$ cat config.mk
export PLATFORM = sky130hd
export DESIGN_NAME = gait_phase_qualifier
export DESIGN_NICKNAME = d
export VERILOG_FILES = /design/src/hw/rtl/gpq_pkg.sv /design/src/hw/rtl/gait_phase_qualifier.sv /design/src/hw/rtl/gpq_classify.sv /design/src/hw/rtl/gpq_tracker.sv
export SDC_FILE = /design/constraint.sdc
export NUM_CORES = 1
export LEC_CHECK = 0
export BUFFER_PORTS_ARGS = -buffer_cell sky130_fd_sc_hd__clkbuf_2
export CAP_MARGIN = 20
export CELL_PAD_IN_SITES_DETAIL_PLACEMENT = 1
export CELL_PAD_IN_SITES_GLOBAL_PLACEMENT = 2
export CORE_MARGIN = 2
export CORE_UTILIZATION = 40
export CTS_CLUSTER_DIAMETER = 100
export CTS_CLUSTER_SIZE = 12
export DETAILED_ROUTE_END_ITERATION = 6
export GPL_ROUTABILITY_DRIVEN = 0
export HOLD_SLACK_MARGIN = 0.05
export PLACE_DENSITY = 0.88
export SYNTH_ARGS = -nofsm -noshare
export SYNTH_HDL_FRONTEND = slang
export SYNTH_SLANG_ARGS = --single-unit
$ cat constraint.sdc
create_clock -name clk -period 9.7 [get_ports clk]
set_clock_uncertainty 0.1 [all_clocks]
set_input_delay 0.97 -clock clk [delete_from_list [all_inputs] [get_ports clk]]
set_output_delay 0.97 -clock clk [all_outputs]
set_load 0.01 [all_outputs]
$ cat src/hw/rtl/gpq_pkg.sv
// Shared constants, codes and types of the gait phase qualifier.
package gpq_pkg;

	// Sample, run counter, configuration, minimum, count and index widths.
	localparam int SAMPLE_W = 16;
	localparam int RUN_W    = 8;
	localparam int CFG_W    = 15;
	localparam int MIN_W    = 8;
	localparam int COUNT_W  = 16;
	localparam int INDEX_W  = 3;

	// Width that holds the distance of a sample from the gravity reference.
	localparam int DIFF_W = ((SAMPLE_W > CFG_W) ? SAMPLE_W : CFG_W + 1) + 1;
	// Width in which a run length is compared with its minimum.
	localparam int RCMP_W = (RUN_W > MIN_W) ? RUN_W : MIN_W;

	localparam logic [RUN_W-1:0]   RUN_MAX   = {RUN_W{1'b1}};
	localparam logic [COUNT_W-1:0] COUNT_MAX = {COUNT_W{1'b1}};

	// Configuration register indexes.
	localparam logic [INDEX_W-1:0] REG_ACCEL_BAND  = 3'd0;
	localparam logic [INDEX_W-1:0] REG_GYRO_BAND   = 3'd1;
	localparam logic [INDEX_W-1:0] REG_GRAVITY_REF = 3'd2;
	localparam logic [INDEX_W-1:0] REG_STANCE_MIN  = 3'd3;
	localparam logic [INDEX_W-1:0] REG_SWING_MIN   = 3'd4;

	// Register values after reset.
	localparam logic [CFG_W-1:0] ACCEL_BAND_RST  = 15'd256;
	localparam logic [CFG_W-1:0] GYRO_BAND_RST   = 15'd128;
	localparam logic [CFG_W-1:0] GRAVITY_REF_RST = 15'd2511;
	localparam logic [MIN_W-1:0] STANCE_MIN_RST  = 8'd3;
	localparam logic [MIN_W-1:0] SWING_MIN_RST   = 8'd3;

	// Item commands.
	localparam logic CMD_SAMPLE = 1'b0;
	localparam logic CMD_CLEAR  = 1'b1;

	// Gait phase codes.
	localparam logic PHASE_STANCE = 1'b0;
	localparam logic PHASE_SWING  = 1'b1;

	// Classification thresholds.
	typedef struct packed {
		logic [CFG_W-1:0] accel_band;
		logic [CFG_W-1:0] gyro_band;
		logic [CFG_W-1:0] gravity_ref;
	} band_cfg_t;

	// Control handed from the input stage to the phase tracker.
	typedef struct packed {
		logic fire;
		logic clear;
		logic raw_stance;
	} trk_ctrl_t;

endpackage

$ cat src/hw/rtl/gait_phase_qualifier.sv
// Top level of the gait phase qualifier: configuration, input register and handshakes.
// One item is accepted per clock cycle while no held result stalls the input register:
// an input register holds the sample, and when it moves on the band compares and the run,
// phase and transition counter updates are done in one step into the result register.
// The figure of one item per cycle is set by that one-step state update, which each
// item needs before the next. A held result stalls the input register only once it is
// full. A clear item resets the run, phase and count state, giving stance and a zero count.
// Configuration registers are written through the cfg channel, which is always ready;
// writes should be made only while no item is in flight.
module gait_phase_qualifier (
	input  logic                          clk,
	input  logic                          arst_n,
	// Configuration write channel.
	input  logic                          cfg_valid,
	output logic                          cfg_ready,
	input  logic [gpq_pkg::INDEX_W-1:0]   cfg_index,
	input  logic [gpq_pkg::CFG_W-1:0]     cfg_data,
	// Sample stream.
	input  logic                          s_axis_tvalid,
	output logic                          s_axis_tready,
	input  logic [2*gpq_pkg::SAMPLE_W-1:0] s_axis_tdata, // accel_vert, pitch_rate
	input  logic [0:0]                    s_axis_tuser, // command
	// Result stream.
	output logic                          m_axis_tvalid,
	input  logic                          m_axis_tready,
	output logic [23:0]                   m_axis_tdata  // phase, transition_total, zero pad
);
	import gpq_pkg::*;

	band_cfg_t          band_q;
	logic [MIN_W-1:0]   stance_min_q;
	logic [MIN_W-1:0]   swing_min_q;

	logic                       s1_valid_q;
	logic                       cmd_s1;
	logic signed [SAMPLE_W-1:0] accel_s1;
	logic signed [SAMPLE_W-1:0] rate_s1;
	logic                       out_valid_q;

	logic               advance;
	logic               raw_stance;
	trk_ctrl_t          ctrl;
	logic               phase;
	logic [COUNT_W-1:0] transition_total;

	// Configuration registers.
	assign cfg_ready = 1'b1;

	always_ff @(posedge clk or negedge arst_n) begin
		if (!arst_n) begin
			band_q.accel_band  <= ACCEL_BAND_RST;
			band_q.gyro_band   <= GYRO_BAND_RST;
			band_q.gravity_ref <= GRAVITY_REF_RST;
			stance_min_q       <= STANCE_MIN_RST;
			swing_min_q        <= SWING_MIN_RST;
		end else if (cfg_valid) begin
			unique case (cfg_index)
				REG_ACCEL_BAND:  band_q.accel_band  <= cfg_data;
				REG_GYRO_BAND:   band_q.gyro_band   <= cfg_data;
				REG_GRAVITY_REF: band_q.gravity_ref <= cfg_data;
				REG_STANCE_MIN:  stance_min_q       <= cfg_data[MIN_W-1:0];
				REG_SWING_MIN:   swing_min_q        <= cfg_data[MIN_W-1:0];
				default: ;
			endcase
		end
	end

	// Handshake: the input register moves on whenever the result register can take it.
	assign advance       = s1_valid_q && (!out_valid_q || m_axis_tready);
	assign s_axis_tready = !s1_valid_q || advance;

	always_ff @(posedge clk or negedge arst_n) begin
		if (!arst_n) begin
			s1_valid_q  <= 1'b0;
			out_valid_q <= 1'b0;
		end else begin
			if (s_axis_tready) begin
				s1_valid_q <= s_axis_tvalid;
			end
			if (advance) begin
				out_valid_q <= 1'b1;
			end else if (m_axis_tready) begin
				out_valid_q <= 1'b0;
			end
		end
	end

	// Input register payload.
	always_ff @(posedge clk) begin
		if (s_axis_tvalid && s_axis_tready) begin
			cmd_s1   <= s_axis_tuser[0];
			accel_s1 <= s_axis_tdata[SAMPLE_W-1:0];
			rate_s1  <= s_axis_tdata[2*SAMPLE_W-1:SAMPLE_W];
		end
	end

	gpq_classify u_classify (
		.cfg        (band_q),
		.accel_vert (accel_s1),
		.pitch_rate (rate_s1),
		.raw_stance (raw_stance)
	);

	assign ctrl.fire       = advance;
	assign ctrl.clear      = (cmd_s1 == CMD_CLEAR);
	assign ctrl.raw_stance = raw_stance;

	gpq_tracker u_tracker (
		.clk              (clk),
		.arst_n           (arst_n),
		.ctrl             (ctrl),
		.stance_min       (stance_min_q),
		.swing_min        (swing_min_q),
		.phase            (phase),
		.transition_total (transition_total)
	);

	// Result stream.
	assign m_axis_tvalid = out_valid_q;
	assign m_axis_tdata  = {7'd0, transition_total, phase};

`ifndef ASSERT_OFF
	// A clear item leaves stance and a zero count.
	a_clear_result: assert property (@(posedge clk) disable iff (!arst_n)
		advance && cmd_s1 == CMD_CLEAR |=> phase == PHASE_STANCE && transition_total == '0)
		else $error("clear item did not reset the result");

	// The transition count never falls on a processed sample.
	a_count_monotonic: assert property (@(posedge clk) disable iff (!arst_n)
		advance && cmd_s1 == CMD_SAMPLE |=> transition_total >= $past(transition_total))
		else $error("transition count fell on a sample item");

	// The count moves exactly when the phase changes, unless it has saturated.
	a_count_tracks_phase: assert property (@(posedge clk) disable iff (!arst_n)
		advance && cmd_s1 == CMD_SAMPLE |=>
		((phase != $past(phase)) == (transition_total != $past(transition_total))) ||
		($past(transition_total) == COUNT_MAX))
		else $error("transition count out of step with phase");

	// A full input register waits while a result is held back.
	a_stall: assert property (@(posedge clk) disable iff (!arst_n)
		s1_valid_q && out_valid_q && !m_axis_tready |-> !s_axis_tready && !advance)
		else $error("item accepted over a stalled result");
`endif

endmodule

$ cat src/hw/rtl/gpq_classify.sv
// Raw stance or swing decision for one inertial sample.
module gpq_classify (
	input  gpq_pkg::band_cfg_t               cfg,
	input  logic signed [gpq_pkg::SAMPLE_W-1:0] accel_vert,
	input  logic signed [gpq_pkg::SAMPLE_W-1:0] pitch_rate,
	output logic                             raw_stance
);
	import gpq_pkg::*;

	logic signed [DIFF_W-1:0] accel_diff;
	logic        [DIFF_W-1:0] accel_mag;
	logic        [SAMPLE_W-1:0] rate_mag;
	logic                     accel_ok;
	logic                     rate_ok;

	// Distance of the acceleration from gravity, exact in Q8.8.
	always_comb begin
		accel_diff = DIFF_W'(accel_vert) - DIFF_W'($signed({1'b0, cfg.gravity_ref}));
		accel_mag  = accel_diff[DIFF_W-1] ? DIFF_W'(-accel_diff) : DIFF_W'(accel_diff);
		rate_mag   = pitch_rate[SAMPLE_W-1] ? SAMPLE_W'(-pitch_rate) : SAMPLE_W'(pitch_rate);
	end

	// Both magnitudes must lie strictly inside their bands.
	assign accel_ok   = accel_mag < DIFF_W'(cfg.accel_band);
	assign rate_ok    = DIFF_W'(rate_mag) < DIFF_W'(cfg.gyro_band);
	assign raw_stance = accel_ok && rate_ok;

endmodule

$ cat src/hw/rtl/gpq_tracker.sv
// Run counters, confirmed phase and transition counter; the latter two form the result.
module gpq_tracker (
	input  logic                          clk,
	input  logic                          arst_n,
	input  gpq_pkg::trk_ctrl_t            ctrl,
	input  logic [gpq_pkg::MIN_W-1:0]     stance_min,
	input  logic [gpq_pkg::MIN_W-1:0]     swing_min,
	output logic                          phase,
	output logic [gpq_pkg::COUNT_W-1:0]   transition_total
);
	import gpq_pkg::*;

	logic [RUN_W-1:0]   stance_run_q;
	logic [RUN_W-1:0]   swing_run_q;
	logic               phase_q;
	logic [COUNT_W-1:0] count_q;

	logic [RUN_W-1:0]   stance_run_d;
	logic [RUN_W-1:0]   swing_run_d;
	logic               phase_d;
	logic [COUNT_W-1:0] count_d;
	logic               confirm;
	logic               target;

	// Next state for one processed item.
	always_comb begin
		stance_run_d = stance_run_q;
		swing_run_d  = swing_run_q;
		confirm      = 1'b0;
		target       = PHASE_STANCE;
		if (ctrl.raw_stance) begin
			stance_run_d = (stance_run_q == RUN_MAX) ? RUN_MAX : stance_run_q + 1'b1;
			swing_run_d  = '0;
			confirm      = RCMP_W'(stance_run_d) > RCMP_W'(stance_min);
			target       = PHASE_STANCE;
		end else begin
			swing_run_d  = (swing_run_q == RUN_MAX) ? RUN_MAX : swing_run_q + 1'b1;
			stance_run_d = '0;
			confirm      = RCMP_W'(swing_run_d) > RCMP_W'(swing_min);
			target       = PHASE_SWING;
		end
		phase_d = phase_q;
		count_d = count_q;
		if (confirm) begin
			phase_d = target;
			if (phase_q != target && count_q != COUNT_MAX) begin
				count_d = count_q + 1'b1;
			end
		end
	end

	// State update when an item leaves the input register.
	always_ff @(posedge clk or negedge arst_n) begin
		if (!arst_n) begin
			stance_run_q <= '0;
			swing_run_q  <= '0;
			phase_q      <= PHASE_STANCE;
			count_q      <= '0;
		end else if (ctrl.fire) begin
			if (ctrl.clear) begin
				stance_run_q <= '0;
				swing_run_q  <= '0;
				phase_q      <= PHASE_STANCE;
				count_q      <= '0;
			end else begin
				stance_run_q <= stance_run_d;
				swing_run_q  <= swing_run_d;
				phase_q      <= phase_d;
				count_q      <= count_d;
			end
		end
	end

	assign phase            = phase_q;
	assign transition_total = count_q;

endmodule

==> out/metrics.yaml, run 1 <==
status: "complete, no violations"
drt_iter0_drc: 229
critical-path-slowest-cell: "o211ai_2"
end_kind: "register"
num_vias: 6736
grt_pass1_vias: 6965
cpLargestDelayFamily: "compound AO/OA/AOI/OAI gates"
max_slew.worst_pin.slew_ns: 0.9251
ir_drop_v: 0.0001374
wirelength_mm: 21.51
period_share_pct: 59.09
cts_tree: "yes"
initial_utilization_pct: 40.89
cpPeakStageDelay_ns: 0.62
ys_types: 75
power_leakage_uw: 0.004310
synth_edf_count: 33
die_x_um: 148.1
critPathRequiredTime_ns: 9.95
yosys.area.top_type_share_pct: 24.72
syn_to_final_growth_pct: 15.00
fillers: 2407
tns_ns: 0
most-common-layout-cells: "119 x nand2_1, 82 x dfrtp_1, 73 x clkbuf_2"
syn_inst: 885
first_pass_iters: 4
root_buffer: "clkbuf_16"
hold_viol_final: 0
nNetsFinal: 1075
grt_pass1_wl_mm: 35.51
grtUsageTotal_pct: 20.45
path_class: "reg -> reg"
slew-limit-headroom_pct: 38.32
fmax_mhz: 174.5
drc: 0
ctsLongestPathBuffers: 2
antenna_cells: 0
min_path_type: "reg -> reg"
worst_setup_path_start_kind: "register"
die_y_um: 148.1
cts_hold_buf: 0
syn_area_um2: 8300
synth.area.top_cells: "dfrtp_1 25%, edfxtp_1 12%, ha_1 9.6%"
ys_seq_area_share_pct: 41.09
grt_start_max_net_pins: 59
post_drt_wl_per_cell_um: 17.39
fin_util_pct: 47.02
powerDensity_nw_per_um2: 211.8
drtAntennaViolNets: 0
report.final.slew_viol_count: 0
rsz0062_at_grt: "no"
ys_ff_latch: 129
finalInstanceArea_um2: 9545
viasPerCell: 5.445
dpl_cell_area_um2: 8906
synth-async-reset-ratio_pct: 74.42
core_um2: 20300
cts_post_setup_buffers_inserted: 0
synth_ff_type: "dfrtp_1"
cts_buffers: 17
path_cells: "ha_1, fa_1, nor2b_1, o31ai_1, a21o_1, a211oi_1, o211ai_1, nor3_2, a21oi_1, xnor2_1, ha_1, nand2_1, o41a_1, o41ai_1, a21oi_1, o211ai_1, or2_2, o211ai_2, o22a_1, mux2i_1"
cp_max_fo: 16
worst-path-buf-inv: 0
drive_above_1_share_pct: 17.17
cp_data_arrival_time_ns: 5.98
h-tree-depth: 4
setup_viol: 0
max_cap_violations: 0
clk_pin_slew_ns: 0.07
hpwl_mm: 15.43
synth_area_leader_cell: "dfrtp_1"
port_buffers: 74
cts_sinks: 129
cts_resized: 0
antenna_found_initial: 0
layout_commonest_cell: "nand2_1"
clk_latency_ns: 0.43
die_area_um2: 21920
period_needed_ns: 5.732
avgSynthCellArea_um2: 9.379
io_pins: 83
rows: 52
overflow: 0
ys_warn_count: 0
==> per-stage QoR <==
step	power (uW)	hold WS [ns]	instances	setup slack [ns]
2_1_floorplan	1164	0.3750	891	4.915
3_3_place_gp	1313	0.3832	1203	4.177
3_5_place_dp	1338	0.3959	1203	4.022
4_1_cts	2045	0.4093	1235	3.969
5_1_grt	2159	0.4248	1237	3.475
6_report	2022	0.4044	1237	3.968
==> sequential cells by signal, summed over array words and instances, names as in the netlist <==
signal / flops
band_q: 45
accel_s1: 16
rate_s1: 16
u_tracker.transition_total: 16
stance_min_q: 8
swing_min_q: 8
u_tracker.stance_run_q: 8
u_tracker.swing_run_q: 8
cmd_s1: 1
m_axis_tvalid: 1
s1_valid_q: 1
u_tracker.phase: 1
==> worst register-to-register path: cells and delay by family (launching register included) <==
kind / cells / cell delay [ns]
AO/OA/AOI/OAI: 11 / 2.73
AND/OR/NAND/NOR: 4 / 1.18
adder cells (fa/ha/maj): 3 / 0.94
flip-flops: 1 / 0.37
multiplexers: 1 / 0.19
XOR/XNOR: 1 / 0.16
==> path summary, 6_finish.rpt <==
kind	from	endpoint	slack [ns]	depth (start not counted)
min reg2reg	stance_min_q[4]$_DFFE_PN0P_	stance_min_q[4]$_DFFE_PN0P_	0.40	1
max	band_q[0]$_DFFE_PN1P_	u_tracker.transition_total[1]$_DFFE_PN0P_	3.97	20
max in group asynchronous	arst_n	band_q[23]$_DFFE_PN0P_	7.90	2
min	stance_min_q[4]$_DFFE_PN0P_	stance_min_q[4]$_DFFE_PN0P_	0.40	1
min in group asynchronous	arst_n	u_tracker.stance_run_q[2]$_DFFE_PN0P_	0.42	1
max reg2reg	band_q[0]$_DFFE_PN1P_	u_tracker.transition_total[1]$_DFFE_PN0P_	3.97	20
==> layout make-up <==
type	instances	area, um^2	share of cell area (%)
sequential	129	3411	35.73
multi-input combinational	653	4469	46.82
inverter	70	262.8	2.753
clock inverter	14	187.7	1.966
tap	270	337.8	3.539
timing repair buffer	83	447.9	4.693
clock buffer	18	429.2	4.496
==> synth_stat cells (10+ instances only) <==
| library cell | count |
|---|---|
| clkbuf_1 | 24 |
| inv_1 | 70 |
| nand2b_1 | 28 |
| and3_1 | 18 |
| nand2_1 | 119 |
| nor2_1 | 35 |
| nor3_1 | 16 |
| ha_1 | 64 |
| a21o_1 | 12 |
| o21ai_0 | 67 |
| o31ai_1 | 14 |
| nand4_1 | 13 |
| mux2i_1 | 17 |
| dfstp_2 | 14 |
| edfxtp_1 | 33 |
| dfrtp_1 | 82 |
| mux2_2 | 14 |
| xor2_1 | 14 |
| xnor2_1 | 24 |
| a21oi_1 | 27 |
| o21a_1 | 15 |
| nand3_1 | 26 |
| buf_4 | 10 |
| a22o_1 | 16 |
==> cell families (layout without fill, tap and decap cells) <==
kind of cell,Yosys count,after routing,share of synthesized area [%]
XOR/XNOR,38,38,4.010
flip-flops,129,129,41.09
buffers and inverters,109,185,5.442
other,2,8,0.09048
multiplexers,31,31,3.949
adder cells (fa/ha/maj),65,65,9.888
AO/OA/AOI/OAI,211,211,17.14
AND/OR/NAND/NOR,300,300,18.39
==> where the power goes <==
group          leakage (uW)  switching (uW)  internal (uW)
Clock              0.000294             260            429
Sequential          0.00151            42.8            639
Combinational       0.00250             387            263
==> per-layer routing <==
| layer | global-route usage (%) | routed length, um |
|---|---|---|
| met5 | 0 | 0 |
| met4 | 6.905 | 435 |
| met3 | 3.282 | 493 |
| met2 | 36.11 | 10950 |
| met1 | 25.49 | 9629 |
No activity file was read; power rests on OpenSTA's default activity.
==> run 2, diff against run 1 <==
--- a/config.mk
+++ b/config.mk
@@ -10,13 +10,13 @@
 export CELL_PAD_IN_SITES_DETAIL_PLACEMENT = 1
 export CELL_PAD_IN_SITES_GLOBAL_PLACEMENT = 2
 export CORE_MARGIN = 2
-export CORE_UTILIZATION = 40
+export CORE_UTILIZATION = 38
 export CTS_CLUSTER_DIAMETER = 100
 export CTS_CLUSTER_SIZE = 12
 export DETAILED_ROUTE_END_ITERATION = 6
 export GPL_ROUTABILITY_DRIVEN = 0
 export HOLD_SLACK_MARGIN = 0.05
-export PLACE_DENSITY = 0.88
+export PLACE_DENSITY = 0.84
 export SYNTH_ARGS = -nofsm -noshare
 export SYNTH_HDL_FRONTEND = slang
 export SYNTH_SLANG_ARGS = --single-unit
==> constraint.sdc (replaced) <==
create_clock -name clk -period 5.3 [get_ports clk]
set_clock_uncertainty 0.1 [all_clocks]
set_input_delay 0.53 -clock clk [delete_from_list [all_inputs] [get_ports clk]]
set_output_delay 0.53 -clock clk [all_outputs]
set_load 0.01 [all_outputs]
==> out/metrics.yaml, run 2 (synthesized netlist as in run 1, its figures left out) <==
viasPerCell: 5.282
die_y_um: 151.8
clk_latency_ns: 0.42
num_vias: 6713
post_drt_wl_per_cell_um: 17.31
grt_pass1_vias: 6989
report.final.slew_viol_count: 0
drive_above_1_share_pct: 22.30
fin_cells: 1271
tns_ns: 0
die_x_um: 151.8
io_pins: 83
cp_max_fo: 5
antenna_found_initial: 0
drc: 0
cts_tree: "yes"
antenna_cells: 0
ir_drop_v: 0.0002376
port_buffers: 74
min_path_type: "in -> async"
hpwl_mm: 15.72
syn_to_final_growth_pct: 19.70
fmax_mhz: 194.4
period_share_pct: 97.03
drt_iter0_drc: 264
period_needed_ns: 5.143
most-common-layout-cells: "118 x nand2_1, 82 x dfrtp_1, 73 x clkbuf_2"
h-tree-depth: 4
grtUsageTotal_pct: 19.96
core_um2: 21620
dp_cells: 1226
rows: 54
first_pass_iters: 4
cp_data_arrival_time_ns: 5.38
drtAntennaViolNets: 0
status: "complete, no violations"
grt_start_max_net_pins: 65
max_cap_violations: 0
nNetsFinal: 1099
cts_hold_buf: 0
cts_sinks: 129
wirelength_mm: 22.01
critPathRequiredTime_ns: 5.54
powerDensity_nw_per_um2: 372.6
ctsLongestPathBuffers: 2
slew-limit-headroom_pct: 39.17
grt_pass1_wl_mm: 35.91
initial_utilization_pct: 38.39
root_buffer: "clkbuf_16"
largest_reg_flops: 45
overflow: 0
max_slew.worst_pin.slew_ns: 0.9102
power_leakage_uw: 0.004430
layout_commonest_cell: "nand2_1"
setup_viol: 0
hold_slack_ns: 0.1209
rsz0062_at_grt: "yes"
end_kind: "register"
cts_buffers: 17
path_class: "reg -> reg"
die_area_um2: 23040
hold_viol_final: 0
regMostFlops: "band_q"
worst_setup_path_start_kind: "register"
clk_pin_slew_ns: 0.06
## run 2: cell count changes in the layout (fill, tap and decap cells not counted), moves of 4 or more
cell and change:
a21oi_2 +4, a21oi_1 -4, o31ai_2 +4, ha_4 +4, buf_4 +19, ha_1 -7, o31ai_1 -5, o21ai_1 +4
o21ai_0 -5
## run 2: per-stage QoR
stage | setup WS [ns] | cell area, um^2 | util [%] | total power [uW]
after floorplan | 0.5152 | 8323 | - | 2130
after global placement | 0.01755 | 9039 | 41.81 | 2457
after detailed placement | -0.1448 | 9039 | 41.81 | 2497
after CTS | -0.006693 | 9620 | 44.50 | 3646
after global routing | -0.05994 | 9936 | 45.95 | 3962
final | 0.1572 | 9936 | 45.95 | 3702
## run 2: worst max-delay path, stage by stage (launching register included)
cell and delay [ns]:
dfstp_2 0.55, ha_4 0.14, fa_2 0.23, nor2b_4 0.06
o31a_1 0.28, o31ai_2 0.31, o21ba_4 0.21, a221o_1 0.40
nand2_2 0.10, nor2_2 0.05, a21oi_1 0.15, xnor2_1 0.09
ha_1 0.30, nand2_1 0.07, o41a_1 0.43, o41ai_1 0.08
a21oi_1 0.10, o211ai_1 0.24, nand2b_4 0.26, a211oi_4 0.07
buf_4 0.16, o31ai_1 0.34, o21ai_1 0.16, mux2i_1 0.20
## run 2: what timing repair did
action                                  CTS  global route
buffers inserted                          2            10
resized for setup                         4            49
pin swaps                                 2            16
endpoints found under the setup margin   14            33
## run 2: layer usage
metal,vias up,track usage [%],wire length (um)
li1,3327,-,-
met1,3278,25.05,10010
met2,89,35.23,11090
met3,19,3.563,541
met4,0,5.556,363
met5,-,0,0
## run 2: report_power, final
part | switching, uW | internal (uW) | leakage, uW
sequential | 79.7 | 1170 | 0.00151
clock | 470 | 641 | 0.000255
combinational | 762 | 580 | 0.00266
total | 1310 | 2390 | 0.00443
## run 2: final cells by class
type / instances / area (um^2)
fillers: 2551 / 11690
multi-input cells: 653 / 4693
flip-flops and latches: 129 / 3411
repair buffers: 107 / 673.1
clock buffers: 18 / 429.2
well taps: 280 / 350.3
inverters: 70 / 262.8
clock inverters: 14 / 116.4
## run 2: worst paths after layout
| path | start | endpoint | slack, ns | cells after the start |
|---|---|---|---|---|
| min in group clk | s_axis_tdata[30] | rate_s1[14]$_DFFE_PP_ | 0.17 | 1 |
| max in group asynchronous | arst_n | band_q[6]$_DFFE_PN1P_ | 3.93 | 2 |
| worst max-delay path | band_q[0]$_DFFE_PN1P_ | u_tracker.transition_total[12]$_DFFE_PN0P_ | 0.16 | 23 |
| worst max register to register | band_q[0]$_DFFE_PN1P_ | u_tracker.transition_total[12]$_DFFE_PN0P_ | 0.16 | 23 |
| worst min register to register | stance_min_q[7]$_DFFE_PN0P_ | stance_min_q[7]$_DFFE_PN0P_ | 0.40 | 1 |
| worst min-delay path | arst_n | u_tracker.stance_run_q[5]$_DFFE_PN0P_ | 0.12 | 1 |
